<file path="src/sprite_blit_color_key_macros.svh">
// assertion helpers for the blitter back end
// each expects clk and rst_n in scope
`ifndef SPRITE_BLIT_COLOR_KEY_MACROS_SVH
`define SPRITE_BLIT_COLOR_KEY_MACROS_SVH

// same-cycle implication
`define SBCK_ASSERT_IMP(label, ante, cons) \
  label: assert property (@(posedge clk) disable iff (!rst_n) (ante) |-> (cons)) \
    else $error("sbck assertion failed");

// next-cycle implication
`define SBCK_ASSERT_NXT(label, ante, cons) \
  label: assert property (@(posedge clk) disable iff (!rst_n) (ante) |=> (cons)) \
    else $error("sbck assertion failed");

`endif

</file>
<file path="src/sbck_pkg.sv">
package sbck_pkg;

  localparam int PIXEL_W   = 32;
  localparam int POS_W     = 11;
  localparam int DIM_REG_W = 12;
  localparam int CFG_W     = 12;
  localparam int CFG_IDX_W = 3;
  localparam int BYTES_W   = 3;
  localparam int QUEUE_DEPTH = 2;

  // reset values of the configuration registers
  localparam logic [DIM_REG_W-1:0] RST_SCREEN_WIDTH  = 12'd640;
  localparam logic [DIM_REG_W-1:0] RST_SCREEN_HEIGHT = 12'd480;
  localparam logic [DIM_REG_W-1:0] RST_SPRITE_WIDTH  = 12'd1;
  localparam logic [DIM_REG_W-1:0] RST_SPRITE_HEIGHT = 12'd1;

  typedef enum logic [2:0] {
    MODE_8BPP  = 3'd0,
    MODE_15BPP = 3'd1,
    MODE_16BPP = 3'd2,
    MODE_24BPP = 3'd3,
    MODE_32BPP = 3'd4
  } pixel_mode_t;

  typedef enum logic [CFG_IDX_W-1:0] {
    CFG_PIXEL_MODE    = 3'd0,
    CFG_SCREEN_WIDTH  = 3'd1,
    CFG_SCREEN_HEIGHT = 3'd2,
    CFG_PAGE_SELECT   = 3'd3,
    CFG_DEST_X        = 3'd4,
    CFG_DEST_Y        = 3'd5,
    CFG_SPRITE_WIDTH  = 3'd6,
    CFG_SPRITE_HEIGHT = 3'd7
  } cfg_index_t;

  // one classified pixel on its way from front to back
  typedef struct packed {
    logic [PIXEL_W-1:0] pixel;
    logic [POS_W-1:0]   col;
    logic               first;
    logic               row_end;
    logic               sprite_end;
    logic               off_screen;
  } sbck_item_t;

  // bytes per pixel, undefined modes write one byte
  function automatic logic [BYTES_W-1:0] mode_bytes(input pixel_mode_t mode);
    unique case (mode)
      MODE_8BPP:  return 3'd1;
      MODE_15BPP: return 3'd2;
      MODE_16BPP: return 3'd2;
      MODE_24BPP: return 3'd3;
      MODE_32BPP: return 3'd4;
      default:    return 3'd1;
    endcase
  endfunction

  // bits tested for transparency, none for undefined modes
  function automatic logic [PIXEL_W-1:0] mode_key_mask(input pixel_mode_t mode);
    unique case (mode)
      MODE_8BPP:  return 32'h0000_00FF;
      MODE_15BPP: return 32'h0000_7FFF;
      MODE_16BPP: return 32'h0000_FFFF;
      MODE_24BPP: return 32'h00FF_FFFF;
      MODE_32BPP: return 32'hFFFF_FFFF;
      default:    return 32'h0000_0000;
    endcase
  endfunction

  // bits carried in the write data
  function automatic logic [PIXEL_W-1:0] mode_data_mask(input pixel_mode_t mode);
    unique case (mode)
      MODE_8BPP:  return 32'h0000_00FF;
      MODE_15BPP: return 32'h0000_FFFF;
      MODE_16BPP: return 32'h0000_FFFF;
      MODE_24BPP: return 32'h00FF_FFFF;
      MODE_32BPP: return 32'hFFFF_FFFF;
      default:    return 32'h0000_0000;
    endcase
  endfunction

endpackage

</file>
<file path="src/sbck_front.sv">
module sbck_front
  import sbck_pkg::*;
#(
  parameter int MAX_DIM = 2048
) (
  input  logic                                clk,
  input  logic                                rst_n,
  input  logic                                in_valid,
  output logic                                in_ready,
  input  logic [PIXEL_W-1:0]                  in_pixel,
  input  logic [$clog2(MAX_DIM+1)-1:0]        sw,
  input  logic [$clog2(MAX_DIM+1)-1:0]        sh,
  input  logic [$clog2(MAX_DIM+1)-1:0]        spw,
  input  logic [$clog2(MAX_DIM+1)-1:0]        sph,
  input  logic [POS_W-1:0]                    dest_x,
  input  logic [POS_W-1:0]                    dest_y,
  output logic                                q_valid,
  input  logic                                q_ready,
  output sbck_item_t                          q_item
);

  localparam int DIM_W = $clog2(MAX_DIM + 1);
  localparam int CMP_W = (DIM_W > POS_W + 1) ? DIM_W : POS_W + 1;

  logic [POS_W-1:0] col_r, col_nxt, row_r, row_nxt;
  logic [CMP_W-1:0] col_inc, row_inc, scr_x, scr_y;
  logic             accept, row_end, sprite_end, off_screen;

  // words pass straight into the queue
  assign q_valid  = in_valid;
  assign in_ready = q_ready;
  assign accept   = in_valid && q_ready;

  // row and sprite end, screen bounds
  always_comb begin
    col_inc    = CMP_W'(col_r) + CMP_W'(1);
    row_inc    = CMP_W'(row_r) + CMP_W'(1);
    scr_x      = CMP_W'(dest_x) + CMP_W'(col_r);
    scr_y      = CMP_W'(dest_y) + CMP_W'(row_r);
    row_end    = col_inc >= CMP_W'(spw);
    sprite_end = row_end && (row_inc >= CMP_W'(sph));
    off_screen = (scr_x >= CMP_W'(sw)) || (scr_y >= CMP_W'(sh));
  end

  // classified word
  always_comb begin
    q_item.pixel      = in_pixel;
    q_item.col        = col_r;
    q_item.first      = (col_r == '0) && (row_r == '0);
    q_item.row_end    = row_end;
    q_item.sprite_end = sprite_end;
    q_item.off_screen = off_screen;
  end

  // column and row counters
  always_comb begin
    col_nxt = col_r;
    row_nxt = row_r;
    if (accept) begin
      if (sprite_end) begin
        col_nxt = '0;
        row_nxt = '0;
      end else if (row_end) begin
        col_nxt = '0;
        row_nxt = row_r + POS_W'(1);
      end else begin
        col_nxt = col_r + POS_W'(1);
      end
    end
  end

  always_ff @(posedge clk) begin
    if (!rst_n) begin
      col_r <= '0;
      row_r <= '0;
    end else begin
      col_r <= col_nxt;
      row_r <= row_nxt;
    end
  end

endmodule

</file>
<file path="src/sbck_queue.sv">
module sbck_queue
  import sbck_pkg::*;
(
  input  logic       clk,
  input  logic       rst_n,
  input  logic       wr_valid,
  output logic       wr_ready,
  input  sbck_item_t wr_item,
  output logic       rd_valid,
  input  logic       rd_ready,
  output sbck_item_t rd_item
);

  localparam int PTR_W = $clog2(QUEUE_DEPTH);
  localparam int CNT_W = $clog2(QUEUE_DEPTH + 1);

  sbck_item_t       entry_r [QUEUE_DEPTH];
  logic [PTR_W-1:0] wr_ptr_r, rd_ptr_r;
  logic [CNT_W-1:0] count_r;
  logic             push, pop;

  assign wr_ready = count_r != CNT_W'(QUEUE_DEPTH);
  assign rd_valid = count_r != '0;
  assign rd_item  = entry_r[rd_ptr_r];
  assign push     = wr_valid && wr_ready;
  assign pop      = rd_valid && rd_ready;

  // entry storage
  always_ff @(posedge clk) begin
    if (push) begin
      entry_r[wr_ptr_r] <= wr_item;
    end
  end

  // pointers and fill count
  always_ff @(posedge clk) begin
    if (!rst_n) begin
      wr_ptr_r <= '0;
      rd_ptr_r <= '0;
      count_r  <= '0;
    end else begin
      if (push) begin
        wr_ptr_r <= (wr_ptr_r == PTR_W'(QUEUE_DEPTH - 1)) ? '0 : wr_ptr_r + PTR_W'(1);
      end
      if (pop) begin
        rd_ptr_r <= (rd_ptr_r == PTR_W'(QUEUE_DEPTH - 1)) ? '0 : rd_ptr_r + PTR_W'(1);
      end
      count_r <= count_r + CNT_W'(push) - CNT_W'(pop);
    end
  end

endmodule

</file>
<file path="src/sbck_back.sv">
`include "sprite_blit_color_key_macros.svh"

module sbck_back
  import sbck_pkg::*;
#(
  parameter int MAX_DIM      = 2048,
  parameter int ADDRESS_BITS = 26
) (
  input  logic                         clk,
  input  logic                         rst_n,
  input  logic                         q_valid,
  output logic                         q_ready,
  input  sbck_item_t                   q_item,
  input  pixel_mode_t                  pixel_mode,
  input  logic                         page_select,
  input  logic [$clog2(MAX_DIM+1)-1:0] sw,
  input  logic [$clog2(MAX_DIM+1)-1:0] sh,
  input  logic [POS_W-1:0]             dest_x,
  input  logic [POS_W-1:0]             dest_y,
  output logic                         out_valid,
  input  logic                         out_ready,
  output logic                         out_write_enable,
  output logic [ADDRESS_BITS-1:0]      out_byte_address,
  output logic [PIXEL_W-1:0]           out_write_data,
  output logic [BYTES_W-1:0]           out_byte_count,
  output logic                         out_off_screen,
  output logic                         out_last
);

  localparam int DIM_W = $clog2(MAX_DIM + 1);
  localparam int AB    = ADDRESS_BITS;
  localparam int SB_W  = (POS_W + DIM_W + 1 > AB) ? POS_W + DIM_W + 1 : AB;
  localparam int AW    = (2 * DIM_W > AB) ? 2 * DIM_W : AB;

  // multiply by bytes per pixel with shifts and at most one add
  function automatic logic [AB-1:0] scale_bytes(input logic [AB-1:0] v,
                                                input logic [BYTES_W-1:0] n);
    case (n)
      3'd2:    return v << 1;
      3'd3:    return v + (v << 1);
      3'd4:    return v << 2;
      default: return v;
    endcase
  endfunction

  logic [SB_W-1:0]    start_full;
  logic [AW-1:0]      area_full;
  logic [AB-1:0]      start_base_r, area_r, page_r;
  logic [BYTES_W-1:0] bytes;

  logic               b1_valid_r;
  logic [AB-1:0]      b1_idx_r;
  logic [BYTES_W-1:0] b1_bytes_r;
  logic               b1_opaque_r, b1_off_r, b1_last_r;
  logic [PIXEL_W-1:0] b1_data_r;

  logic [AB-1:0]      base_r, base_nxt, row_base, idx;
  logic               pop, b1_adv, out_adv;

  logic               out_valid_r, out_we_r, out_off_r, out_last_r;
  logic [AB-1:0]      out_addr_r;
  logic [PIXEL_W-1:0] out_data_r;
  logic [BYTES_W-1:0] out_bytes_r;

  assign bytes = mode_bytes(pixel_mode);

  // sprite origin and page offset from configuration
  assign start_full = SB_W'(dest_y) * SB_W'(sw) + SB_W'(dest_x);
  assign area_full  = AW'(sw) * AW'(sh);

  always_ff @(posedge clk) begin
    start_base_r <= start_full[AB-1:0];
    area_r       <= area_full[AB-1:0];
    page_r       <= page_select ? scale_bytes(area_r, bytes) : '0;
  end

  // stage handshake
  assign out_adv = !out_valid_r || out_ready;
  assign b1_adv  = !b1_valid_r || out_adv;
  assign q_ready = b1_adv;
  assign pop     = q_valid && b1_adv;

  // row base tracking and pixel index
  always_comb begin
    row_base = q_item.first ? start_base_r : base_r;
    idx      = row_base + AB'(q_item.col);
    base_nxt = row_base;
    if (q_item.row_end && !q_item.sprite_end) begin
      base_nxt = row_base + AB'(sw);
    end
  end

  always_ff @(posedge clk) begin
    if (!rst_n) begin
      base_r <= '0;
    end else if (pop) begin
      base_r <= base_nxt;
    end
  end

  // stage one: index, key test, data mask
  always_ff @(posedge clk) begin
    if (!rst_n) begin
      b1_valid_r <= 1'b0;
    end else if (b1_adv) begin
      b1_valid_r <= q_valid;
    end
  end

  always_ff @(posedge clk) begin
    if (pop) begin
      b1_idx_r    <= idx;
      b1_bytes_r  <= bytes;
      b1_opaque_r <= (q_item.pixel & mode_key_mask(pixel_mode)) != '0;
      b1_data_r   <= q_item.pixel & mode_data_mask(pixel_mode);
      b1_off_r    <= q_item.off_screen;
      b1_last_r   <= q_item.sprite_end;
    end
  end

  // output register: byte address and the other write fields
  always_ff @(posedge clk) begin
    if (!rst_n) begin
      out_valid_r <= 1'b0;
    end else if (out_adv) begin
      out_valid_r <= b1_valid_r;
    end
  end

  always_ff @(posedge clk) begin
    if (out_adv && b1_valid_r) begin
      out_we_r    <= b1_opaque_r;
      out_addr_r  <= scale_bytes(b1_idx_r, b1_bytes_r) + page_r;
      out_data_r  <= b1_data_r;
      out_bytes_r <= b1_bytes_r;
      out_off_r   <= b1_off_r;
      out_last_r  <= b1_last_r;
    end
  end

  assign out_valid        = out_valid_r;
  assign out_write_enable = out_we_r;
  assign out_byte_address = out_addr_r;
  assign out_write_data   = out_data_r;
  assign out_byte_count   = out_bytes_r;
  assign out_off_screen   = out_off_r;
  assign out_last         = out_last_r;

  // checks
  `SBCK_ASSERT_IMP(a_we_nonzero_data, out_valid_r && out_we_r, out_data_r != '0)
  `SBCK_ASSERT_IMP(a_byte_count_range, out_valid_r,
                   out_bytes_r != 3'd0 && out_bytes_r <= 3'd4)
  `SBCK_ASSERT_IMP(a_data_fits_count, out_valid_r && out_bytes_r != 3'd4,
                   out_data_r[31:24] == 8'd0)
  `SBCK_ASSERT_NXT(a_stage_one_holds, b1_valid_r && !out_adv,
                   b1_valid_r && $stable(b1_idx_r) && $stable(b1_last_r))

endmodule

</file>
<file path="src/sprite_blit_color_key.sv">
// Color-key sprite blitter.
// Input channel in_valid/in_ready/in_pixel takes sprite pixels in row-major
// order; the result channel out_* gives one framebuffer write word per pixel
// (enable, byte address, data, byte count, off-screen flag, last-of-sprite).
// A zero pixel under the mode's key mask comes out with write enable low.
// Configuration registers are written through cfg_we/cfg_index/cfg_wdata,
// one register per cycle; the user must write them only while no word is
// in flight; the block does not enforce this. A word passes through the
// queue, the index stage and the address register. Throughput: one word
// per cycle while out_ready is high; the column/row counters and the running
// row base advance by increments, so no pixel waits on another.
// A two-entry queue sits between the classifying front end and the address
// pipeline; when out_ready is low the pipeline holds its words and the
// queue fills, after which in_ready drops. Nothing is dropped or repeated.
// Reset (rst_n low, synchronous) restores register defaults (8bpp, 640x480,
// page 0, origin 0, 1x1 sprite), clears the counters and empties the pipe.
module sprite_blit_color_key
  import sbck_pkg::*;
#(
  parameter int MAX_DIM      = 2048,
  parameter int ADDRESS_BITS = 26
) (
  input  logic                    clk,
  input  logic                    rst_n,
  input  logic                    cfg_we,
  input  logic [CFG_IDX_W-1:0]    cfg_index,
  input  logic [CFG_W-1:0]        cfg_wdata,
  input  logic                    in_valid,
  output logic                    in_ready,
  input  logic [PIXEL_W-1:0]      in_pixel,
  output logic                    out_valid,
  input  logic                    out_ready,
  output logic                    out_write_enable,
  output logic [ADDRESS_BITS-1:0] out_byte_address,
  output logic [PIXEL_W-1:0]      out_write_data,
  output logic [BYTES_W-1:0]      out_byte_count,
  output logic                    out_off_screen,
  output logic                    out_last
);

  localparam int DIM_W = $clog2(MAX_DIM + 1);
  localparam int CMP_W = (DIM_W > DIM_REG_W) ? DIM_W : DIM_REG_W;

  // saturate a dimension register to one through MAX_DIM
  function automatic logic [DIM_W-1:0] clamp_dim(input logic [DIM_REG_W-1:0] v);
    logic [CMP_W-1:0] ve;
    ve = CMP_W'(v);
    if (ve == '0) begin
      return DIM_W'(1);
    end else if (ve > CMP_W'(MAX_DIM)) begin
      return DIM_W'(MAX_DIM);
    end else begin
      return ve[DIM_W-1:0];
    end
  endfunction

  pixel_mode_t          pixel_mode_r;
  logic [DIM_REG_W-1:0] screen_width_r, screen_height_r;
  logic [DIM_REG_W-1:0] sprite_width_r, sprite_height_r;
  logic                 page_select_r;
  logic [POS_W-1:0]     dest_x_r, dest_y_r;
  logic [DIM_W-1:0]     sw, sh, spw, sph;

  logic                 q_wr_valid, q_wr_ready, q_rd_valid, q_rd_ready;
  sbck_item_t           q_wr_item, q_rd_item;

  // configuration registers
  always_ff @(posedge clk) begin
    if (!rst_n) begin
      pixel_mode_r    <= MODE_8BPP;
      screen_width_r  <= RST_SCREEN_WIDTH;
      screen_height_r <= RST_SCREEN_HEIGHT;
      page_select_r   <= 1'b0;
      dest_x_r        <= '0;
      dest_y_r        <= '0;
      sprite_width_r  <= RST_SPRITE_WIDTH;
      sprite_height_r <= RST_SPRITE_HEIGHT;
    end else if (cfg_we) begin
      unique case (cfg_index_t'(cfg_index))
        CFG_PIXEL_MODE:    pixel_mode_r    <= pixel_mode_t'(cfg_wdata[2:0]);
        CFG_SCREEN_WIDTH:  screen_width_r  <= cfg_wdata;
        CFG_SCREEN_HEIGHT: screen_height_r <= cfg_wdata;
        CFG_PAGE_SELECT:   page_select_r   <= cfg_wdata[0];
        CFG_DEST_X:        dest_x_r        <= cfg_wdata[POS_W-1:0];
        CFG_DEST_Y:        dest_y_r        <= cfg_wdata[POS_W-1:0];
        CFG_SPRITE_WIDTH:  sprite_width_r  <= cfg_wdata;
        CFG_SPRITE_HEIGHT: sprite_height_r <= cfg_wdata;
        default: begin
        end
      endcase
    end
  end

  // saturated dimensions
  assign sw  = clamp_dim(screen_width_r);
  assign sh  = clamp_dim(screen_height_r);
  assign spw = clamp_dim(sprite_width_r);
  assign sph = clamp_dim(sprite_height_r);

  sbck_front #(
    .MAX_DIM (MAX_DIM)
  ) u_front (
    .clk      (clk),
    .rst_n    (rst_n),
    .in_valid (in_valid),
    .in_ready (in_ready),
    .in_pixel (in_pixel),
    .sw       (sw),
    .sh       (sh),
    .spw      (spw),
    .sph      (sph),
    .dest_x   (dest_x_r),
    .dest_y   (dest_y_r),
    .q_valid  (q_wr_valid),
    .q_ready  (q_wr_ready),
    .q_item   (q_wr_item)
  );

  sbck_queue u_queue (
    .clk      (clk),
    .rst_n    (rst_n),
    .wr_valid (q_wr_valid),
    .wr_ready (q_wr_ready),
    .wr_item  (q_wr_item),
    .rd_valid (q_rd_valid),
    .rd_ready (q_rd_ready),
    .rd_item  (q_rd_item)
  );

  sbck_back #(
    .MAX_DIM      (MAX_DIM),
    .ADDRESS_BITS (ADDRESS_BITS)
  ) u_back (
    .clk              (clk),
    .rst_n            (rst_n),
    .q_valid          (q_rd_valid),
    .q_ready          (q_rd_ready),
    .q_item           (q_rd_item),
    .pixel_mode       (pixel_mode_r),
    .page_select      (page_select_r),
    .sw               (sw),
    .sh               (sh),
    .dest_x           (dest_x_r),
    .dest_y           (dest_y_r),
    .out_valid        (out_valid),
    .out_ready        (out_ready),
    .out_write_enable (out_write_enable),
    .out_byte_address (out_byte_address),
    .out_write_data   (out_write_data),
    .out_byte_count   (out_byte_count),
    .out_off_screen   (out_off_screen),
    .out_last         (out_last)
  );

endmodule
</file>
<file path="config.mk">
export PLATFORM = sky130hd
export DESIGN_NAME = sprite_blit_color_key
export DESIGN_NICKNAME = d
export VERILOG_FILES = /design/src/sbck_pkg.sv /design/src/sbck_front.sv /design/src/sbck_queue.sv /design/src/sbck_back.sv /design/src/sprite_blit_color_key.sv
export VERILOG_INCLUDE_DIRS = /design/src /design/src/src
export SDC_FILE = /design/constraint.sdc
export NUM_CORES = 2
export LEC_CHECK = 0
export ABC_AREA = 1
export BUFFER_PORTS_ARGS = -buffer_cell sky130_fd_sc_hd__buf_4
export CAP_MARGIN = 25
export CORE_AREA = 2 2 343 345
export DETAILED_ROUTE_END_ITERATION = 6
export DIE_AREA = 0 0 345 347
export PLACE_DENSITY = 0.47
export SETUP_SLACK_MARGIN = 0.05
export SLEW_MARGIN = 20
export SYNTH_ARGS = -nofsm -noshare
export SYNTH_HDL_FRONTEND = slang
export SYNTH_HIERARCHICAL = 1
export SYNTH_SLANG_ARGS = --single-unit
</file>
<file path="constraint.sdc">
create_clock -name clk -period 7.7 [get_ports clk]
set_clock_uncertainty 0.2 [all_clocks]
set_input_delay 0.385 -clock clk [delete_from_list [all_inputs] [get_ports clk]]
set_output_delay 0.385 -clock clk [all_outputs]
set_load 0.02 [all_outputs]
</file>
==> out/summary.txt <==
Count of endpoints failing setup in the final report = 0
Register area = 10730 µm²
Final non-filler cell total = 5890
Status = finished, final reports clean
Crit Path Max Fanout = 13
Hold Path Origin = cfg_we
Drt first pass iters = 5
Minimum clock period = 6609 ps
Area grow syn2layout = 12.80%
Antenna viol nets, final = 0
Tightest Hold Check Type = in -> reg
Die Y = 347 µm
WP depth = 25
Max VDD drop = 0.0001585 V
Resize count post-CTS = 0
CP Class = reg -> reg
DR vias = 27360
# Post-CTS Setup Buffers = 0
R2R setup slack = 1090 ps
Reg clk slew, reported paths = 60 ps
Yosys top cell area share = 0.1929
Via density = 4.645
Die width = 345 µm
Period utilization = 0.8584
Final hold vios = 0
Slowest stage delay, CP = 780 ps
GRT met2 Usage = 0.2561
Most Crowded Layer GR = met2
Post-synth EDFFs = 222
Boundary Pins = 118
Most common cell after layout, fill and taps aside = nand2_1
WP data required = 8020 ps
Main combinational cell family by area after synthesis = adder cells
Layout cells sized above 1 = 0.09093
Slew margin rel. = 0.3942
Die area = 119700 µm²
Synth cell types = 70
Synth Area in XOR/XNOR = 0.03241
Syn nets = 4790
WL/cell = 16.00 µm
Core area = 115700 µm²
Initial antenna violation count = 1
Sum Neg Setup Slack = 0 ps
Synth async-reset ratio = 0
Reg2reg end = u_back/start_base_r[23]$_DFF_P_
Hpwl dp = 73550 µm
RSZ-0062 raised after global routing = no
FF-to-FF Start = screen_width_r[6]$_SDFFE_PN0P_
Mapped Avg Cell Area = 8.165 µm²
Max H-tree Level = 2
Yosys top cell by area = edfxtp_1
Synth Instances = 4232
Register area share after synthesis = 0.3105
Gr usage total = 0.1561
Clk sinks = 425
GRT met1 Usage = 0.2189
Post-synthesis adder-cell area fraction = 0.2284
Post-synthesis compound-gate area fraction = 0.1219
CP bufs+invs = 4
Initial Util = 0.2986
Multi-input gate area = 20180 µm²
Drt initial violations = 1761
Root Buffer = clkbuf_16
Global-route wire length before repair = 150600 µm
Vias in the first global route = 27040
Seq cells post-synth = 425
Overflow after GRT = 0
Tightest Pin Transition = 900.4 ps
Top Family by Delay on Critical Path = adder cells
Total Wirelength = 94230 µm
Max Root-Sink Buffers = 3
Worst Hold Depth = 4
Slowest CP cell = a21boi_2
TritonCTS Buffers = 51
Worst reg-to-reg path cell count = 25
Worst path most repeated cell = nand2_1
DRC violations left = 0
Dpl cells = 5749
Row count = 125
Pin count of the biggest net entering global routing = 74
Pleak = 18.74 nW
Worst Hold Endpoint = sprite_height_r[0]$_SDFFE_PN1P_
Cts hold-fix bufs = 51
TritonCTS clock tree = done
Post-synthesis simple-gate area fraction = 0.1801
NumNets Final = 4887
Top cells by area, synth = edfxtp_1 19%, fa_1 12%, dfxtp_1 12%
Clock insertion delay at the later pin of the skew report = 640 ps
Pins over their slew limit = 0
Crit start category = flip-flop
CP Data Arrival Time = 6930 ps
Filler cell count = 12300
Antenna cells = 0
Synthesized cell area = 34560 µm²
Achievable Freq = 151.3 MHz
M3 GR Usage = 0.01682
Critical path endpoint category = flip-flop
Power Density = 266.6 nW/µm²
Max-cap violations = 0
Ys Warns = 6
Primary FF master, synth = edfxtp_1
Mux contribution to synthesized area = 0.01952
Most frequent cells in the layout = 849 x nand2_1, 720 x inv_1, 356 x nor2_1, 298 x ha_1, 296 x a21oi_1
Final GP Congestion = 0.8543
Port Buf Inserts = 117
through the flow:
| step | instance area, µm² | utilization | hold WS [ps] | setup WS (ps) | power [mW] |
|---|---|---|---|---|---|
| after global placement | 36780 | 0.3178 | 201.2 | 1157 | 8.000 |
| after global routing | 38980 | 0.3368 | 41.12 | 625.6 | 11.20 |
| final | 38980 | 0.3368 | 48.23 | 1091 | 10.39 |
| after CTS | 38980 | 0.3368 | 3.857 | 1132 | 10.52 |
| after floorplan | 34560 | - | 200.3 | 1628 | 6.618 |
| after detailed placement | 36780 | 0.3178 | 204.5 | 1137 | 7.988 |
worst max path at each step:
| stage | from | to | slack, ps |
|---|---|---|---|
| after detailed placement | screen_width_r[6]$_SDFFE_PN0P_ | u_back/area_r[18]$_DFF_P_ | 1140 |
| after floorplan | screen_width_r[6]$_SDFFE_PN0P_ | u_back/area_r[18]$_DFF_P_ | 1630 |
| after global routing | screen_width_r[6]$_SDFFE_PN0P_ | u_back/start_base_r[23]$_DFF_P_ | 630 |
| final | screen_width_r[6]$_SDFFE_PN0P_ | u_back/start_base_r[23]$_DFF_P_ | 1090 |
| after CTS | screen_width_r[6]$_SDFFE_PN0P_ | u_back/start_base_r[23]$_DFF_P_ | 1130 |
| after global placement | screen_width_r[6]$_SDFFE_PN0P_ | u_back/start_base_r[23]$_DFF_P_ | 1160 |
cell usage after synthesis, types with 15 or more instances:
library cell	number
inv_2	18
nor2_1	359
nor4_1	15
mux2_2	17
clkbuf_1	89
inv_1	721
a21boi_0	40
a21oi_1	299
o21ai_0	189
or2_2	20
fa_1	208
nand2_1	849
a221oi_1	29
xnor2_1	43
o21ai_1	51
nand3_1	116
a31oi_1	20
mux2_4	30
buf_4	41
edfxtp_1	222
dfxtp_1	203
nand4_1	48
a21o_1	16
o21bai_1	18
xor2_1	83
ha_1	298
nor3_1	22
routing by layer:
| layer | routed length (µm) | vias up | part of all wire |
|---|---|---|---|
| met2 | 42720 | 435 | 0.45 |
| met3 | 3028 | 95 | 0.032 |
| met5 | 0 | - | 0 |
| met1 | 46360 | 12960 | 0.49 |
| li1 | - | 13860 | - |
| met4 | 2128 | 0 | 0.023 |
registers in the layout (all words and copies together) (netlist names), 12 cells and up, named ones only:
register / flops
screen_height_r: 12
screen_width_r: 12
sprite_height_r: 12
sprite_width_r: 12
u_back/area_r: 24
u_back/b1_data_r: 32
u_back/b1_idx_r: 26
u_back/base_r: 26
u_back/out_byte_address: 26
u_back/out_write_data: 32
u_back/page_r: 26
u_back/start_base_r: 24
u_queue/entry_r: 94
logic make-up (layout without fill, tap and decap cells):
kind of cell,Yosys count,count (layout)
XOR/XNOR,127,127
adder cells (fa/ha/maj),506,506
buffers and inverters,905,1039
flip-flops,425,425
multiplexers,49,49
AND/OR/NAND/NOR,1489,1489
AO/OA/AOI/OAI,731,731
report_power, final:
group	total, mW	internal [mW]	switching [mW]
clock network	2.43	1.41	1.02
registers	3.36	3.04	0.323
logic	4.60	1.57	3.03
area by class of cell:
type	count	area share
multi-input combinational	2902	0.5178
clock buffer	61	0.03422
tap	1524	0.04892
sequential	425	0.2754
inverter	744	0.07181
clock inverter	29	0.009116
timing repair buffer	205	0.04276
worst register-to-register path, delay by kind of cell (launching register included):
| kind | cells | cell delay, ps |
|---|---|---|
| simple gates | 11 | 1400 |
| compound gates | 4 | 1430 |
| flops | 1 | 310 |
| fa+ha+maj | 6 | 2650 |
| buf+inv | 4 | 480 |
Note: power is estimated with default switching activity, not from simulation.
